<file path="config.mk">
export PLATFORM = sky130hd
export DESIGN_NAME = sliding_window_sender
export DESIGN_NICKNAME = d
export VERILOG_FILES = /design/src/rtl/sws_pkg.sv /design/src/rtl/sws_ram.sv /design/src/rtl/sws_front.sv /design/src/rtl/sws_isqrt.sv /design/src/rtl/sws_engine.sv /design/src/rtl/sliding_window_sender.sv
export SDC_FILE = /design/constraint.sdc
export NUM_CORES = 2
export LEC_CHECK = 0
export BUFFER_PORTS_ARGS = -buffer_cell sky130_fd_sc_hd__buf_2
export CAP_MARGIN = 20
export CORE_MARGIN = 4
export CORE_UTILIZATION = 45
export DETAILED_ROUTE_END_ITERATION = 8
export SYNTH_ARGS = -nofsm -noshare
export SYNTH_HDL_FRONTEND = slang
export SYNTH_HIERARCHICAL = 1
export SYNTH_SLANG_ARGS = --single-unit
</file>
<file path="constraint.sdc">
create_clock -name clk -period 28.9 [get_ports clk]
set_clock_uncertainty 0.05 [all_clocks]
set_input_delay 5.78 -clock clk [delete_from_list [all_inputs] [get_ports clk]]
set_output_delay 5.78 -clock clk [all_outputs]
set_load 0.02 [all_outputs]
</file>
<file path="src/rtl/sws_pkg.sv">
// ----------------------------------------------------------------------------
// Sliding window sender package
// Shared constants and types for the sender front end, queue and engine.
// ----------------------------------------------------------------------------
package sws_pkg;

	localparam int MAX_PAYLOAD_DEF = 1024;
	localparam int TIMEOUT_W = 27;
	localparam logic [26:0] TIMEOUT_RST = 27'd2000;
	localparam logic [31:0] WINDOW_END_RST = 32'h0000_ffff;
	localparam logic [23:0] AGE_MAX = 24'hff_ffff;

	typedef enum logic [1:0] {
		OP_WRITE = 2'd0,
		OP_ACK   = 2'd1,
		OP_TICK  = 2'd2,
		OP_NONE  = 2'd3
	} op_t;

	typedef struct packed {
		op_t         op;
		logic [15:0] byte_count;
		logic [31:0] ack_sequence;
		logic [15:0] peer_window;
	} cmd_t;

endpackage

</file>
<file path="src/rtl/sws_ram.sv">
// ----------------------------------------------------------------------------
// Generic RAM
// One write port and one read port with a registered read.
// ----------------------------------------------------------------------------
module sws_ram #(
	parameter int WIDTH = 8,
	parameter int DEPTH = 4
) (
	input  logic                     clk,
	input  logic                     we,
	input  logic [$clog2(DEPTH)-1:0] waddr,
	input  logic [WIDTH-1:0]         wdata,
	input  logic [$clog2(DEPTH)-1:0] raddr,
	output logic [WIDTH-1:0]         rdata
);
	logic [WIDTH-1:0] mem_q [DEPTH];

	always_ff @(posedge clk) begin
		if (we) begin
			mem_q[waddr] <= wdata;
		end
		rdata <= mem_q[raddr];
	end
endmodule

</file>
<file path="src/rtl/sws_front.sv">
// ----------------------------------------------------------------------------
// Sender command queue
// Accepts items, classifies the opcode and queues them for the engine.
// ----------------------------------------------------------------------------
module sws_front (
	input  logic          clk,
	input  logic          arst_n,
	input  logic          push,
	output logic          full,
	input  logic [1:0]    opcode,
	input  logic [15:0]   byte_count,
	input  logic [31:0]   ack_sequence,
	input  logic [15:0]   peer_window,
	output logic          cmd_valid,
	input  logic          cmd_take,
	output sws_pkg::cmd_t cmd
);
	localparam int DEPTH = 4;
	localparam int AW = 2;

	sws_pkg::cmd_t wcmd;
	logic [AW-1:0] wr_q, rd_q;
	logic [AW:0]   cnt_q;
	logic          rd_pend_q;
	logic          cmd_valid_q;
	logic          do_push, do_read;

	always_comb begin
		wcmd.byte_count   = byte_count;
		wcmd.ack_sequence = ack_sequence;
		wcmd.peer_window  = peer_window;
		case (opcode)
			sws_pkg::OP_WRITE: wcmd.op = sws_pkg::OP_WRITE;
			sws_pkg::OP_ACK:   wcmd.op = sws_pkg::OP_ACK;
			sws_pkg::OP_TICK:  wcmd.op = sws_pkg::OP_TICK;
			default:           wcmd.op = sws_pkg::OP_NONE;
		endcase
	end

	assign full    = (cnt_q == (AW+1)'(DEPTH));
	assign do_push = push && !full;
	// A read is launched when data is stored and the engine has taken the last one.
	// The read address stays on the presented entry until the engine takes it,
	// so the registered read data holds steady while the command waits.
	assign do_read = (cnt_q != '0) && !rd_pend_q && !cmd_valid_q;

	assign cmd_valid = cmd_valid_q;

	sws_ram #(.WIDTH($bits(sws_pkg::cmd_t)), .DEPTH(DEPTH)) u_ram (
		.clk(clk), .we(do_push), .waddr(wr_q), .wdata(wcmd),
		.raddr(rd_q), .rdata(cmd)
	);

	always_ff @(posedge clk or negedge arst_n) begin
		if (!arst_n) begin
			wr_q <= '0;
			rd_q <= '0;
			cnt_q <= '0;
			rd_pend_q <= 1'b0;
			cmd_valid_q <= 1'b0;
		end else begin
			if (do_push) wr_q <= wr_q + 1'b1;
			if (cmd_take && cmd_valid_q) rd_q <= rd_q + 1'b1;
			rd_pend_q <= do_read;
			if (rd_pend_q) cmd_valid_q <= 1'b1;
			else if (cmd_take) cmd_valid_q <= 1'b0;
			// An entry is freed once the engine takes it.
			cnt_q <= cnt_q + (AW+1)'(do_push) - (AW+1)'(cmd_take && cmd_valid_q);
		end
	end
endmodule

</file>
<file path="src/rtl/sws_isqrt.sv">
// ----------------------------------------------------------------------------
// Integer square root
// One result bit per cycle, restoring digit recurrence.
// ----------------------------------------------------------------------------
module sws_isqrt (
	input  logic        clk,
	input  logic        arst_n,
	input  logic        start,
	input  logic [53:0] value,
	output logic        busy,
	output logic [26:0] root
);
	logic [53:0] rem_q;
	logic [53:0] root_q;
	logic [55:0] bit_q;
	logic        busy_q;
	logic [55:0] trial;

	assign busy  = busy_q;
	assign root  = root_q[26:0];
	assign trial = {2'd0, root_q} + bit_q;

	// root_q holds the running root in the shifted form of the recurrence.
	always_ff @(posedge clk or negedge arst_n) begin
		if (!arst_n) begin
			busy_q <= 1'b0;
			rem_q  <= '0;
			root_q <= '0;
			bit_q  <= '0;
		end else if (start) begin
			busy_q <= 1'b1;
			rem_q  <= value;
			root_q <= '0;
			bit_q  <= 56'd1 << 52;
		end else if (busy_q) begin
			if ({2'b0, rem_q} >= trial) begin
				rem_q  <= rem_q - trial[53:0];
				root_q <= 54'({2'd0, root_q >> 1} + bit_q);
			end else begin
				root_q <= root_q >> 1;
			end
			bit_q <= bit_q >> 2;
			if (bit_q == 56'd1) busy_q <= 1'b0;
		end
	end
endmodule

</file>
<file path="src/rtl/sws_engine.sv">
// ----------------------------------------------------------------------------
// Sender engine
// Executes writes, acknowledgements and ticks and updates the timeout.
// ----------------------------------------------------------------------------
module sws_engine #(
	parameter int MAX_PAYLOAD = sws_pkg::MAX_PAYLOAD_DEF
) (
	input  logic          clk,
	input  logic          arst_n,
	input  logic          cfg_we,
	input  logic [26:0]   cfg_data,
	input  logic          cmd_valid,
	output logic          cmd_take,
	input  sws_pkg::cmd_t cmd,
	output logic          empty,
	input  logic          pop,
	output logic [15:0]   done_count,
	output logic [31:0]   out_sequence,
	output logic          resend_flag,
	output logic [10:0]   resend_length,
	output logic [15:0]   pending_bytes,
	output logic [15:0]   send_credit
);
	localparam logic [15:0] LIM = 16'(MAX_PAYLOAD);

	typedef enum logic [2:0] {
		S_IDLE, S_EXEC, S_MSQ, S_VAR, S_START, S_SQRT, S_MUL3, S_DONE
	} state_t;

	state_t      state_q;
	logic [31:0] fu_q, nx_q, we_q, sum_q;
	logic [23:0] age_q;
	logic [53:0] sq_q, var_q;
	logic [5:0]  cnt_q;
	logic [26:0] tmo_q;
	logic [25:0] mean_q;
	logic [51:0] msq_mul_q;
	logic        out_full_q;
	logic        sq_start;
	logic [26:0] root;
	logic        sq_busy;
	logic [15:0] pend, credit, room, acc, rlen;
	logic        inr, dup, tmo_hit;
	logic [23:0] age_inc;
	logic [47:0] age_sq;
	logic [31:0] new_fu;
	logic [47:0] msq_s;
	logic [15:0] res_done, res_pend, res_credit;
	logic [31:0] res_seq;
	logic        res_rflag;
	logic [10:0] res_rlen;

	assign pend   = 16'(nx_q - fu_q);
	assign credit = 16'(we_q - fu_q);
	assign room   = 16'hffff - pend;
	always_comb begin
		acc = cmd.byte_count;
		if (acc > credit) acc = credit;
		if (acc > room) acc = room;
	end
	always_comb begin
		if (fu_q == nx_q) inr = 1'b0;
		else if (fu_q < nx_q) inr = (fu_q < cmd.ack_sequence) && (cmd.ack_sequence <= nx_q);
		else inr = (fu_q < cmd.ack_sequence) || (cmd.ack_sequence <= nx_q);
	end
	assign dup     = (pend != '0) && (cmd.ack_sequence == fu_q);
	assign age_inc = (age_q < sws_pkg::AGE_MAX) ? age_q + 1'b1 : age_q;
	assign tmo_hit = (pend != '0) && ({3'd0, age_inc} > tmo_q);
	assign rlen    = (pend < LIM) ? pend : LIM;
	assign age_sq  = age_q * age_q;
	assign new_fu  = cmd.ack_sequence;
	assign msq_s   = 48'(sq_q >> 6);
	assign empty   = !out_full_q;
	assign sq_start = (state_q == S_START);
	assign cmd_take = (state_q == S_IDLE) && cmd_valid && !out_full_q;

	// Result of the command in execution.
	always_comb begin
		res_done   = '0;
		res_seq    = '0;
		res_rflag  = 1'b0;
		res_rlen   = '0;
		res_pend   = pend;
		res_credit = credit;
		case (cmd.op)
			sws_pkg::OP_WRITE: begin
				res_seq  = nx_q;
				res_done = acc;
				res_pend = pend + acc;
			end
			sws_pkg::OP_ACK: begin
				if (inr) begin
					res_done   = 16'(new_fu - fu_q);
					res_pend   = 16'(nx_q - new_fu);
					res_credit = cmd.peer_window;
				end else if (dup) begin
					res_rflag = 1'b1;
					res_seq   = fu_q;
					res_rlen  = 11'(rlen);
				end
			end
			sws_pkg::OP_TICK: begin
				if (tmo_hit) begin
					res_rflag = 1'b1;
					res_seq   = fu_q;
					res_rlen  = 11'(rlen);
				end
			end
			default: ;
		endcase
	end

	sws_isqrt u_sqrt (
		.clk(clk), .arst_n(arst_n), .start(sq_start), .value(var_q),
		.busy(sq_busy), .root(root)
	);

	always_ff @(posedge clk or negedge arst_n) begin
		if (!arst_n) begin
			state_q <= S_IDLE;
			fu_q <= '0;
			nx_q <= '0;
			we_q <= sws_pkg::WINDOW_END_RST;
			age_q <= '0;
			sum_q <= '0;
			sq_q <= '0;
			cnt_q <= '0;
			tmo_q <= sws_pkg::TIMEOUT_RST;
			out_full_q <= 1'b0;
			mean_q <= '0;
			msq_mul_q <= '0;
			var_q <= '0;
			done_count <= '0;
			out_sequence <= '0;
			resend_flag <= 1'b0;
			resend_length <= '0;
			pending_bytes <= '0;
			send_credit <= '0;
		end else begin
			if (pop && out_full_q) out_full_q <= 1'b0;
			if (cfg_we) tmo_q <= cfg_data;
			unique case (state_q)
				S_IDLE: begin
					if (cmd_take) state_q <= S_EXEC;
				end
				S_EXEC: begin
					done_count <= res_done;
					out_sequence <= res_seq;
					resend_flag <= res_rflag;
					resend_length <= res_rlen;
					pending_bytes <= res_pend;
					send_credit <= res_credit;
					// The 64th round-trip sample starts the timeout update.
					state_q <= (cmd.op == sws_pkg::OP_ACK && inr && cnt_q == 6'h3f) ?
						S_MSQ : S_DONE;
					case (cmd.op)
						sws_pkg::OP_WRITE: begin
							if (acc != '0) begin
								if (fu_q == nx_q) age_q <= '0;
								nx_q <= nx_q + 32'(acc);
							end
						end
						sws_pkg::OP_ACK: begin
							if (inr) begin
								fu_q <= new_fu;
								we_q <= new_fu + 32'(cmd.peer_window);
								age_q <= '0;
								sum_q <= sum_q + 32'(age_q);
								sq_q <= sq_q + 54'(age_sq);
								cnt_q <= cnt_q + 1'b1;
							end else if (dup) begin
								age_q <= '0;
							end
						end
						sws_pkg::OP_TICK: begin
							age_q <= tmo_hit ? '0 : age_inc;
						end
						default: ;
					endcase
				end
				S_MSQ: begin
					mean_q <= sum_q[31:6];
					msq_mul_q <= sum_q[31:6] * sum_q[31:6];
					state_q <= S_VAR;
				end
				S_VAR: begin
					var_q <= ({6'd0, msq_s} > {2'd0, msq_mul_q}) ?
						({6'd0, msq_s} - {2'd0, msq_mul_q}) : '0;
					state_q <= S_START;
				end
				S_START: begin
					state_q <= S_SQRT;
				end
				S_SQRT: begin
					if (!sq_busy && !sq_start) state_q <= S_MUL3;
				end
				S_MUL3: begin
					tmo_q <= 27'({1'b0, mean_q} + {root, 1'b0} + root);
					sum_q <= '0;
					sq_q <= '0;
					state_q <= S_DONE;
				end
				S_DONE: begin
					out_full_q <= 1'b1;
					state_q <= S_IDLE;
				end
				default: state_q <= S_IDLE;
			endcase
		end
	end
endmodule

</file>
<file path="src/rtl/sliding_window_sender.sv">
// ----------------------------------------------------------------------------
// Sliding window sender
// Sequence, window and retransmit timeout tracking for a byte stream.
// ----------------------------------------------------------------------------
// Items enter through a queue interface: push with opcode, byte_count,
// ack_sequence and peer_window is a transfer when full is low. Each item
// gives exactly one result, shown while empty is low and taken with pop.
// A four-entry command queue decouples the input from the engine, which
// handles one item at a time. With the engine idle, a result passes from
// the queue RAM through the read pending and command valid registers and
// the engine's execute and done states, and the engine takes the next
// item only once its result has been popped. The acknowledgement that
// completes 64 round-trip samples also runs the timeout update through
// the one-bit-per-cycle square root unit.
// The engine holds its result register until it is popped, so a stalled
// receiver fills the queue and then raises full. Reset clears all sequence
// state, sets the window end to 0xffff and the timeout to 2000 ms.
// Writing cfg_data with cfg_we loads the timeout directly.
// ----------------------------------------------------------------------------
module sliding_window_sender #(
	parameter int MAX_PAYLOAD = sws_pkg::MAX_PAYLOAD_DEF
) (
	input  logic        clk,
	input  logic        arst_n,
	input  logic        cfg_we,
	input  logic [26:0] cfg_data,
	input  logic        push,
	output logic        full,
	input  logic [1:0]  opcode,
	input  logic [15:0] byte_count,
	input  logic [31:0] ack_sequence,
	input  logic [15:0] peer_window,
	output logic        empty,
	input  logic        pop,
	output logic [15:0] done_count,
	output logic [31:0] out_sequence,
	output logic        resend_flag,
	output logic [10:0] resend_length,
	output logic [15:0] pending_bytes,
	output logic [15:0] send_credit
);
	sws_pkg::cmd_t cmd;
	logic          cmd_valid, cmd_take;

	// Front end: classifies and buffers the transfers.
	sws_front u_front (
		.clk(clk), .arst_n(arst_n), .push(push), .full(full),
		.opcode(opcode), .byte_count(byte_count), .ack_sequence(ack_sequence),
		.peer_window(peer_window), .cmd_valid(cmd_valid), .cmd_take(cmd_take),
		.cmd(cmd)
	);

	// Back end: state update and timeout statistics.
	sws_engine #(.MAX_PAYLOAD(MAX_PAYLOAD)) u_engine (
		.clk(clk), .arst_n(arst_n), .cfg_we(cfg_we), .cfg_data(cfg_data),
		.cmd_valid(cmd_valid), .cmd_take(cmd_take), .cmd(cmd),
		.empty(empty), .pop(pop), .done_count(done_count),
		.out_sequence(out_sequence), .resend_flag(resend_flag),
		.resend_length(resend_length), .pending_bytes(pending_bytes),
		.send_credit(send_credit)
	);
endmodule

</file>
==> flow_results.org <==
** Run
- Max-cap violations in this run came to 0.

** Final layout
- Footprint of the flip-flops and latches :: 0.0241 mm²
- At the end of the flow the core is filled with cells to 0.489.
- Area growth syn-to-layout :: 7.81%
- Multi-input logic area :: 0.0624 mm²
- Layout Nets :: 11630
- Fill cells in the final layout number 19260.
- Of the cells placed in the final design, the portion with a size suffix greater than 1 is 0.0762.

** Synth
- The biggest area contributor in the post-synthesis netlist is fa_1.
- Among all flip-flop cells after synthesis, the most frequent one is dfrtp_1.
- Yosys cell types :: 128
- Cell types occupying the most area after synthesis :: fa_1, dfrtp_1, ha_1
- Post-synthesis register bit count :: 923
- Synth top area share :: 0.217
- Async set-reset flop share out of synthesis :: 0.642
- Yosys printed 6 warnings.
- Counting every instance in the synthesized netlist gives 9658.
- The average instance in the mapped netlist occupies 9.73 µm².
- Mapped Nets :: 11624
- EDFF count, synth :: 264
- Sequential share of the synthesized area :: 0.257
- The mapped netlist covers 0.0939 mm².

** STA
- Setup repair after global routing missed its margin :: false
- Sum Neg Setup Slack :: 0 ns
- The worst pin sits at a relative slew slack of 0.227.
- Fmax :: 0.0825 GHz
- Crit path setup slack, layout :: 16.78 ns
- Number of slew-limit violations in the final report :: 0
- The worst path in the final design needs a cycle of 12.12 ns, including I/O delays and setup.
- Final hold analysis gives a worst-case slack of 0.388 ns.
- Of the available clock period, the critical path in the final layout requires 0.419.
- At the pin with the least slew margin, the transition time is 1.15 ns.
- Setup-failing EPs final :: 0
- Count of endpoints failing hold in the final timing report :: 0

** Power
- Total power consumption of the routed design :: 0.0106 W
- The share of total power dissipated in combinational logic is 0.665.
- For this design the static power due to leakage is 50.1 nW.
- P_int :: 0.00526 W
- NetSw :: 0.00536 W
- Of the total power, the share spent switching nets is 0.505.
- In this run the power density over the cells is 105 mW/mm².
- Power share of the sequential group :: 0.193
- Of the total power, the clock network draws 0.141.
- The worst-case IR drop observed on VDD is 0.155 mV.

** Detailed routing
- In this run the remaining antenna-violating nets after routing total 0.
- Violation count after the first detailed-route iteration :: 5659
- Drt total wl :: 299 mm
- Vias per std cell :: 5.74
- Count of unresolved DRC violations after routing :: 0
- In the final routed layout, each cell accounts on average for 23.9 µm.
- The routed layout has 72042 vias.
- The first detailed-routing pass took 8 iterations.

** Placement
- After legalization and detailed placement, the total HPWL measured 236 mm.
- At the end of routability-driven placement, the weighted congestion stood at 0.994.
- Timing analysis after detailed placement gives a worst setup slack of 17.20 ns.
- Number of port buffers :: 191

** Setup path
- The endpoint identified for the worst register-to-register timing path is u_engine/nx_q[26].
- Slack of the worst reg-to-reg path :: 16.78 ns
- For this run, the slowest stage of the critical path takes 0.69 ns.
- The worst register-to-register path has a depth of 37.
- Data arrival time of the critical path :: 12.77 ns
- Worst setup endpoint :: u_engine/nx_q[26]
- Type of the setup path with the least slack :: flop to flop
- Startpoint of the worst setup timing path :: u_engine/fu_q[6]
- Library cell contributing the largest single delay on the critical path :: nor3_1
- Highest fanout seen on the critical path :: 15
- Required time at the endpoint of the critical path :: 29.55 ns
- In this run the critical register-to-register path is launched from u_engine/fu_q[6].
- Startpoint Class :: flop
- STA classifies the critical path endpoint as a flop.

** GRT
- Global-route wire length before repair :: 459 mm
- The number of antenna violations at the first check in global routing was 25.
- Total Routing Usage GR :: 0.277
- Largest net degree at the start of global routing :: 95
- The number of global-route vias before repair was 74416.
- For this run the aggregate overflow at the end of global routing stands at 0.

** Floorplanning
- Overall die area :: 0.216 mm²
- Number of rows in the core area :: 167
- 192 I/O pins were placed.
- For this configuration, the core starts out at a cell density of 0.453.
- The die is 465 µm wide.
- After floorplanning, the core was sized to cover 0.207 mm².
- The die is 465 µm tall.

** CTS
- Number of cells upsized or downsized after cts :: 0
- CTS tree :: built
- Counting the buffers created by CTS gives 108.
- The clock tree synthesis step divided the H-tree into 3 levels.
- The tree is rooted in a clkbuf_16.
- Clock-pin slew was measured on the worst setup and hold paths at 0.06 ns.
- For the worst-skew pair, the clock arrives at the later sink with an insertion delay of 0.80 ns.
- CTS sink count :: 923
- Number of hold buffers added after CTS :: 0
- Post-CTS Repair Setup Buffers :: 0
- Largest buffer count on any clock path :: 3

** Hold path
- The worst hold path belongs to the class flop to flop.

** Run status
- Status :: finished, final reports clean
flip-flops by register name (all words and copies together) (netlist names), 24 cells and up:
signal,cells
u_front/u_ram/mem_q,264
u_front/u_ram/rdata,66
u_engine/sq_q,54
u_engine/u_sqrt/rem_q,54
u_engine/u_sqrt/root_q,54
u_engine/var_q,53
u_engine/msq_mul_q,50
u_engine/fu_q,32
u_engine/nx_q,32
u_engine/out_sequence,32
u_engine/sum_q,32
u_engine/tmo_q,27
u_engine/u_sqrt/bit_q,27
u_engine/mean_q,26
u_engine/age_q,24
cell usage after synthesis (22+ instances only):
library cell,count
a211oi_1,66
a21o_1,182
a21oi_1,364
a221oi_1,31
a222oi_1,38
a311oi_1,28
a31oi_1,114
and2_1,363
and3_1,57
buf_1,22
buf_4,37
clkbuf_1,304
dfrtp_1,571
dfstp_2,22
dfxtp_1,66
edfxtp_1,264
fa_1,1018
ha_1,850
inv_1,1443
mux2i_1,113
mux4_2,66
nand2_1,865
nand2b_1,50
nand3_1,198
nand4_1,92
nor2_1,460
nor2b_1,63
nor3_1,125
nor4_1,46
o211ai_1,46
o21a_1,66
o21ai_0,471
o21ai_1,42
o21bai_1,69
o31ai_1,79
or2_2,27
or3_1,45
xnor2_1,249
xor2_1,175
cells by family after synthesis:
logic type      synth area share
simple gates               0.128
mux                       0.0306
fa+ha+maj                  0.330
xor+xnor                  0.0399
buf+inv                   0.0797
compound gates             0.135
flops                      0.257
routing by layer:
layer,vias to the layer above,global-route usage,routed length [µm]
li1,32625,-,-
met1,36355,0.372,126000
met2,2466,0.454,140000
met3,570,0.0418,19500
met4,26,0.104,13000
met5,-,0.00351,241
power by group through the flow:
stage               clock network [W]  registers, W  logic (W)
finish                        0.00150       0.00205    0.00706
global route                  0.00158       0.00209    0.00767
floorplan                           0       0.00192    0.00514
CTS                           0.00154       0.00206    0.00694
global placement                    0       0.00207    0.00685
detailed placement                  0       0.00208    0.00690
worst min-delay path by stage:
stage | from | slack, ns | end | depth (start not counted)
6_report | u_front/rd_pend_q | 0.39 | u_front/rd_pend_q | 1
5_1_grt | u_front/rd_pend_q | 0.42 | u_front/rd_pend_q | 1
4_1_cts | u_front/rd_pend_q | 0.39 | u_front/rd_pend_q | 1
3_5_place_dp | u_front/rd_pend_q | 0.38 | u_front/rd_pend_q | 1
3_3_place_gp | u_front/rd_pend_q | 0.37 | u_front/rd_pend_q | 1
2_1_floorplan | u_front/rd_pend_q | 0.36 | u_front/rd_pend_q | 1
cells in the final DEF, fill, tap and decap left out, drive strengths merged, types with 114 or more instances in the layout:
cell type     n
inv        1450
fa         1018
nand2       865
ha          850
dfrtp       571
o21ai       516
nor2        463
a21oi       365
and2        364
buf         311
edfxtp      264
xnor2       250
nand3       198
a21o        184
xor2        175
clkbuf      143
nor3        127
a31oi       116
mux2i       114
layout make-up:
| cell class | count | area share |
|---|---|---|
| antenna | 4 | 0.0000988 |
| clock buffer | 143 | 0.0291 |
| clock inverter | 63 | 0.00964 |
| inverter | 1450 | 0.0537 |
| multi-input combinational | 6870 | 0.616 |
| sequential | 923 | 0.238 |
| tap | 2788 | 0.0344 |
| timing repair buffer | 311 | 0.0184 |
through the flow:
stage,cell area [µm²],std cells
5_1_grt,101000,12548
3_3_place_gp,97400,12342
6_report,101000,12552
3_5_place_dp,97400,12342
4_1_cts,101000,12548
2_1_floorplan,93900,9658
critical path: cells and delay by family, from the launching register on:
| kind | cells | cell delay [ns] |
|---|---|---|
| AOI/OAI and AO/OA | 14 | 4.60 |
| buffers and inverters | 3 | 0.42 |
| and+or+nand+nor | 13 | 3.78 |
| adders and majority gates | 4 | 1.52 |
| DFF | 1 | 0.42 |
| muxes | 2 | 1.08 |
| xor gates and xnor gates | 1 | 0.15 |
No activity file was read; power rests on OpenSTA's default activity.
